[src/dmxfc_pkg.sv]
package dmxfc_pkg;

	// default sizes, overridable on the top level
	localparam int CAPTURE_DEPTH_DEF = 1024;
	localparam int FRAME_SLOTS_DEF   = 513;
	localparam int CHANNEL_COUNT_DEF = 512;

	// fixed field widths
	localparam int OP_W   = 2;
	localparam int BYTE_W = 8;
	localparam int CHAN_W = 10;
	localparam int SIZE_W = 10;
	localparam int CNT_W  = 32;
	localparam int TMO_W  = 16;
	localparam int IDX_W  = 1;

	// event codes
	localparam logic [OP_W-1:0] OP_BYTE  = 2'd0;
	localparam logic [OP_W-1:0] OP_BREAK = 2'd1;
	localparam logic [OP_W-1:0] OP_TICK  = 2'd2;
	localparam logic [OP_W-1:0] OP_READ  = 2'd3;

	// register indexes
	localparam logic [IDX_W-1:0] REG_ENABLE  = 1'd0;
	localparam logic [IDX_W-1:0] REG_TIMEOUT = 1'd1;

	typedef struct packed {
		logic [OP_W-1:0]   operation;
		logic [BYTE_W-1:0] data_byte;
		logic [CHAN_W-1:0] channel;
	} evt_t;

	typedef struct packed {
		logic [BYTE_W-1:0] read_value;
		logic [SIZE_W-1:0] packet_size;
		logic [CNT_W-1:0]  packet_count;
		logic              connected;
	} res_t;

	// status of one event after its state update
	typedef struct packed {
		logic [SIZE_W-1:0] packet_size;
		logic [CNT_W-1:0]  packet_count;
		logic              connected;
		logic              read_ok;
	} stat_t;

endpackage

[src/dmxfc_ctrl.sv]
module dmxfc_ctrl import dmxfc_pkg::*; #(
	parameter int CAPTURE_DEPTH = CAPTURE_DEPTH_DEF,
	parameter int FRAME_SLOTS   = FRAME_SLOTS_DEF,
	parameter int CHANNEL_COUNT = CHANNEL_COUNT_DEF,
	localparam int CW  = $clog2(CAPTURE_DEPTH),
	localparam int AW  = CW + 1,
	localparam int CCW = $clog2(CAPTURE_DEPTH + 1)
) (
	input  logic              clk,
	input  logic              arst_n,
	input  logic              accept,
	input  evt_t              evt,
	input  logic              cfg_we,
	input  logic [IDX_W-1:0]  cfg_index,
	input  logic [TMO_W-1:0]  cfg_data,
	output logic              mem_we,
	output logic              mem_re,
	output logic [AW-1:0]     mem_addr,
	output logic [BYTE_W-1:0] mem_wdata,
	output stat_t             stat
);

	logic              enable_q;
	logic [TMO_W-1:0]  timeout_q;
	logic [CCW-1:0]    cap_count_q, cap_count_d;
	logic              cap_bank_q, cap_bank_d;
	logic              frm_bank_q, frm_bank_d;
	logic              frm_first_q, frm_first_d;
	logic [SIZE_W-1:0] frm_size_q, frm_size_d;
	logic [CNT_W-1:0]  frm_count_q, frm_count_d;
	logic [TMO_W-1:0]  age_q, age_d;
	logic              first;
	logic [CCW-1:0]    len_full;
	logic              link_now;
	logic [CW-1:0]     rd_idx;

	// first byte after a break is an artifact once two or more were seen
	assign first    = cap_count_q >= CCW'(2);
	assign len_full = cap_count_q - CCW'(first);
	assign link_now = enable_q && (age_q < timeout_q);
	assign rd_idx   = CW'(evt.channel) + CW'(frm_first_q);

	always_comb begin
		cap_count_d = cap_count_q;
		cap_bank_d  = cap_bank_q;
		frm_bank_d  = frm_bank_q;
		frm_first_d = frm_first_q;
		frm_size_d  = frm_size_q;
		frm_count_d = frm_count_q;
		age_d       = age_q;
		mem_we      = 1'b0;
		mem_re      = 1'b0;
		mem_addr    = {cap_bank_q, cap_count_q[CW-1:0]};
		mem_wdata   = evt.data_byte;
		case (evt.operation)
			OP_BYTE: begin
				if (cap_count_q != CCW'(CAPTURE_DEPTH)) begin
					mem_we      = accept;
					cap_count_d = cap_count_q + CCW'(1);
				end
			end
			OP_BREAK: begin
				// publish by swapping banks; the capture bank becomes the frame
				if (cap_count_q != '0) begin
					frm_bank_d  = cap_bank_q;
					cap_bank_d  = ~cap_bank_q;
					frm_first_d = first;
					frm_size_d  = (len_full > CCW'(FRAME_SLOTS)) ? SIZE_W'(FRAME_SLOTS)
						: SIZE_W'(len_full);
					frm_count_d = frm_count_q + CNT_W'(1);
					age_d       = '0;
				end
				cap_count_d = '0;
			end
			OP_TICK: begin
				// saturate at the widest timeout, beyond which the link is lost anyway
				if (age_q != '1) begin
					age_d = age_q + TMO_W'(1);
				end
			end
			OP_READ: begin
				mem_re   = accept;
				mem_addr = {frm_bank_q, rd_idx};
			end
			default: begin
			end
		endcase
	end

	always_comb begin
		stat.packet_size  = frm_size_d;
		stat.packet_count = frm_count_d;
		stat.connected    = enable_q && (age_d < timeout_q);
		stat.read_ok      = (evt.operation == OP_READ) && link_now
			&& (evt.channel != '0)
			&& (evt.channel <= CHAN_W'(CHANNEL_COUNT))
			&& (evt.channel < frm_size_q)
			&& (evt.channel < CHAN_W'(FRAME_SLOTS));
	end

	always_ff @(posedge clk or negedge arst_n) begin
		if (!arst_n) begin
			enable_q    <= 1'b0;
			timeout_q   <= TMO_W'(1000);
			cap_count_q <= '0;
			cap_bank_q  <= 1'b0;
			frm_bank_q  <= 1'b1;
			frm_first_q <= 1'b0;
			frm_size_q  <= '0;
			frm_count_q <= '0;
			age_q       <= '0;
		end else begin
			if (cfg_we) begin
				case (cfg_index)
					REG_ENABLE:  enable_q  <= cfg_data[0];
					REG_TIMEOUT: timeout_q <= cfg_data;
					default: begin
					end
				endcase
			end
			if (accept) begin
				cap_count_q <= cap_count_d;
				cap_bank_q  <= cap_bank_d;
				frm_bank_q  <= frm_bank_d;
				frm_first_q <= frm_first_d;
				frm_size_q  <= frm_size_d;
				frm_count_q <= frm_count_d;
				age_q       <= age_d;
			end
		end
	end

endmodule

[config.mk]
export PLATFORM = sky130hd
export DESIGN_NAME = dmxfc_ctrl
export DESIGN_NICKNAME = d
export VERILOG_FILES = /design/src/dmxfc_pkg.sv /design/src/dmxfc_ctrl.sv
export SDC_FILE = /design/constraint.sdc
export NUM_CORES = 1
export LEC_CHECK = 0
export BUFFER_PORTS_ARGS = -buffer_cell sky130_fd_sc_hd__buf_4
export CAP_MARGIN = 20
export CORE_MARGIN = 5
export CORE_UTILIZATION = 48
export CTS_BUF_LIST = sky130_fd_sc_hd__clkbuf_8
export DETAILED_ROUTE_END_ITERATION = 10
export PLACE_DENSITY_LB_ADDON = 0.1
export SYNTH_ARGS = -nofsm -noshare
export SYNTH_HDL_FRONTEND = slang
export SYNTH_SLANG_ARGS = --single-unit
[constraint.sdc]
create_clock -name clk -period 6.15 [get_ports clk]
set_input_delay 0.9225 -clock clk [delete_from_list [all_inputs] [get_ports clk]]
set_output_delay 0.9225 -clock clk [all_outputs]
set_load 0.02 [all_outputs]
==> results.ini <==
[pwr]
power.density_mw_per_mm2=253
vdd_drop_max_uv=184
leakage_nw=3.46

[routing]
vias_per_cell=5.84
routed_wl_um=17700
vias=5948
drtPass1Iterations=5
drc=0
ant_nets=0
drtIter0Drc=314
wl_per_cell_um=17.3

[placement]
dp.cells=1003
io_buffers=89
gp_congestion=0.949
hpwl_um=13200
dp_slack_ns=1.29

[hold_path]
min_path_type=reg2reg

[grt]
antenna_found_initial=0
grt_pass1_vias=6010
grt_pass1_wl_um=29600
grt_usage=0.218
grt_max_degree=57
grt-ovfl-total=0

[cts]
cts_htree_levels=3
cts_resized=0
cts_tree=yes
clk_latency_ns=0.39
cts_root_buf=clkbuf_8
cts_buffer_depth=2
cts.reportedPaths.clkPinSlew_ns=0.09
postCtsSetupRepairBufs=0
cts_inserted_buffers=9
cts.sinks=89
ctsHoldBuffers=0

[synthesis]
synth-edff-count=0
synth_xor_area_frac=0.103
ys_types=82
synth_compound_area_frac=0.156
ys_seq_area_frac=0.326
yosys.area.top_type_share=0.299
synth_mux_area_frac=0.0355
synth_largest_area_cell=dfrtp_1
synthSimpleGateAreaFrac=0.222
synth_async_sr_flop_share=1.00
synth_ff_type=dfrtp_1
synth_fa_ha_area_frac=0.0948
ys_warn_count=0
synthCells=780
synth_seq_cells=89
yosys-top-cells-area=dfrtp_1 (30%), ha_1 (9.5%), xnor2_1 (6.5%)
syn_avg_cell_area_um2=8.80
syn-num-nets=873
synth_top_family_by_area=simple AND/OR/NAND/NOR gates
netlist_area_mm2=0.00686

[floorplan]
num_rows=43
die_h_um=130
dieWidth_um=130
coreArea_mm2=0.0139
fp.dieArea_mm2=0.0168
start_util=0.493
top_level_ports=106

[layout]
fillers=1246
fin_nets=927
utilization=0.553
diodes=0
syn2layout_area_growth_pct=12.4
finalNonFillerCells=1019
layout-drive-gt1-share=0.187

[sta]
max_freq_mhz=197
worst_pin_slew_ns=0.953
slew_headroom=0.364
setup_tns_ns=0
slew_viol_final=0
fin_ws_ns=1.06
finalCritPeriodShare=0.827
fin_skew_ns=0.0111
hold_viol=0
finalSetupViolations=0
rsz0062_at_grt=false
period_needed_ns=5.09

[critical_path]
start_kind=register
setup.worst_path.class=reg2out
cp-end-kind=primary output
arrival_ns=4.16
cp.required_ns=5.23
crit_fanout=13

[run]
max_cap_violations=0

[outcome]
status=finished, final reports clean

power by group:
| part | switching, mW | total, mW | internal, mW |
|---|---|---|---|
| Sequential | 0.0876 | 0.763 | 0.675 |
| Clock | 0.225 | 0.411 | 0.185 |
| Combinational | 0.451 | 0.774 | 0.323 |
path summary, 6_finish.rpt:
check	startpoint	endpoint	slack [ns]	cells after the start
hold reg to reg	frm_bank_q$_DFFE_PN1P_	frm_bank_q$_DFFE_PN1P_	0.47	2
min in group asynchronous	arst_n	timeout_q[1]$_DFFE_PN0P_	0.49	1
setup reg to reg	cap_count_q[1]$_DFFE_PN0P_	frm_first_q$_DFFE_PN0P_	3.10	5
setup / recovery	cap_count_q[8]$_DFFE_PN0P_	stat[1]	1.06	11
hold / removal	frm_bank_q$_DFFE_PN1P_	frm_bank_q$_DFFE_PN1P_	0.47	2
max in group asynchronous	arst_n	frm_size_q[9]$_DFFE_PN0P_	4.58	2
worst max-delay path, stage by stage (launching register included):
cell,delay [ns]
dfrtp_1,0.57
nor3_1,0.47
nand4_1,0.45
o21ai_1,0.59
nand2_1,0.11
o211ai_1,0.11
ha_1,0.29
a21o_1,0.18
a21oi_1,0.14
o21ai_0,0.09
a2111oi_0,0.54
buf_4,0.24
flip-flops by register name, summed over array words and instances, names as in the netlist:
register / flops
age_q: 16
cap_bank_q: 1
cap_count_q: 11
enable_q: 1
frm_bank_q: 1
frm_count_q: 32
frm_first_q: 1
frm_size_q: 10
timeout_q: 16
stage by stage:
step | power [mW] | hold WS [ns] | cell area [µm²]
2_1_floorplan | 1.29 | 0.437 | 6860
3_3_place_gp | 1.53 | 0.446 | 7520
3_5_place_dp | 1.55 | 0.460 | 7520
4_1_cts | 1.96 | 0.475 | 7710
5_1_grt | 2.07 | 0.496 | 7710
6_report | 1.95 | 0.469 | 7710
Yosys cell counts, types with 3 or more instances:
master and n:
a21oi_1 33, a31oi_1 13, or4_4 3, ha_1 52
nand2_1 72, nand4_2 3, buf_4 9, a21o_1 5
or3_1 3, nor3_1 17, buf_6 3, and4_1 5
xnor2_1 51, nor2_1 63, nand3_1 32, and3_1 10
and2_1 5, a211oi_1 4, o211ai_1 5, buf_2 14
dfrtp_1 82, or4_1 4, o21ai_0 33, nand2b_1 8
mux2_2 18, o41ai_1 4, o31ai_1 9, inv_1 44
mux2i_1 3, o32ai_1 3, nand4_1 27, dfstp_2 7
xor2_1 30, o22ai_1 11, clkbuf_1 21, o21ai_1 7
nor4_1 11
logic make-up after synthesis:
kind of cell | count (synthesis)
flip-flops | 89
XOR/XNOR | 81
AO/OA/AOI/OAI | 159
multiplexers | 22
adder cells (fa/ha/maj) | 52
buffers and inverters | 95
AND/OR/NAND/NOR | 282
final cells by class:
| type | instances | area (µm²) | area share |
|---|---|---|---|
| clock buffers | 9 | 124 | 0.0161 |
| clock inverters | 7 | 63.8 | 0.00827 |
| inverters | 45 | 169 | 0.0219 |
| multi-input cells | 596 | 4200 | 0.544 |
| flip-flops and latches | 89 | 2240 | 0.290 |
| well taps | 180 | 225 | 0.0292 |
| repair buffers | 93 | 698 | 0.0905 |
per-layer routing:
metal | GRT usage | part of all wire | vias to the layer above
met1 | 0.291 | 0.44 | 2802
met2 | 0.354 | 0.47 | 197
met4 | 0.104 | 0.032 | 0
li1 | - | - | 2903
met3 | 0.0260 | 0.051 | 46
met5 | 0 | 0 | -
cells in the final DEF (no fill, tap or decap), drive strengths merged, types with 8 or more instances in the layout:
master	n
a21oi	33
a31oi	13
and3	10
buf	93
clkbuf	9
dfrtp	82
ha	52
inv	47
mux2	19
nand2	73
nand2b	8
nand3	33
nand4	31
nor2	63
nor3	19
nor4	14
o21ai	40
o22ai	11
o31ai	10
xnor2	51
xor2	30
No activity file was read; power rests on OpenSTA's default activity.
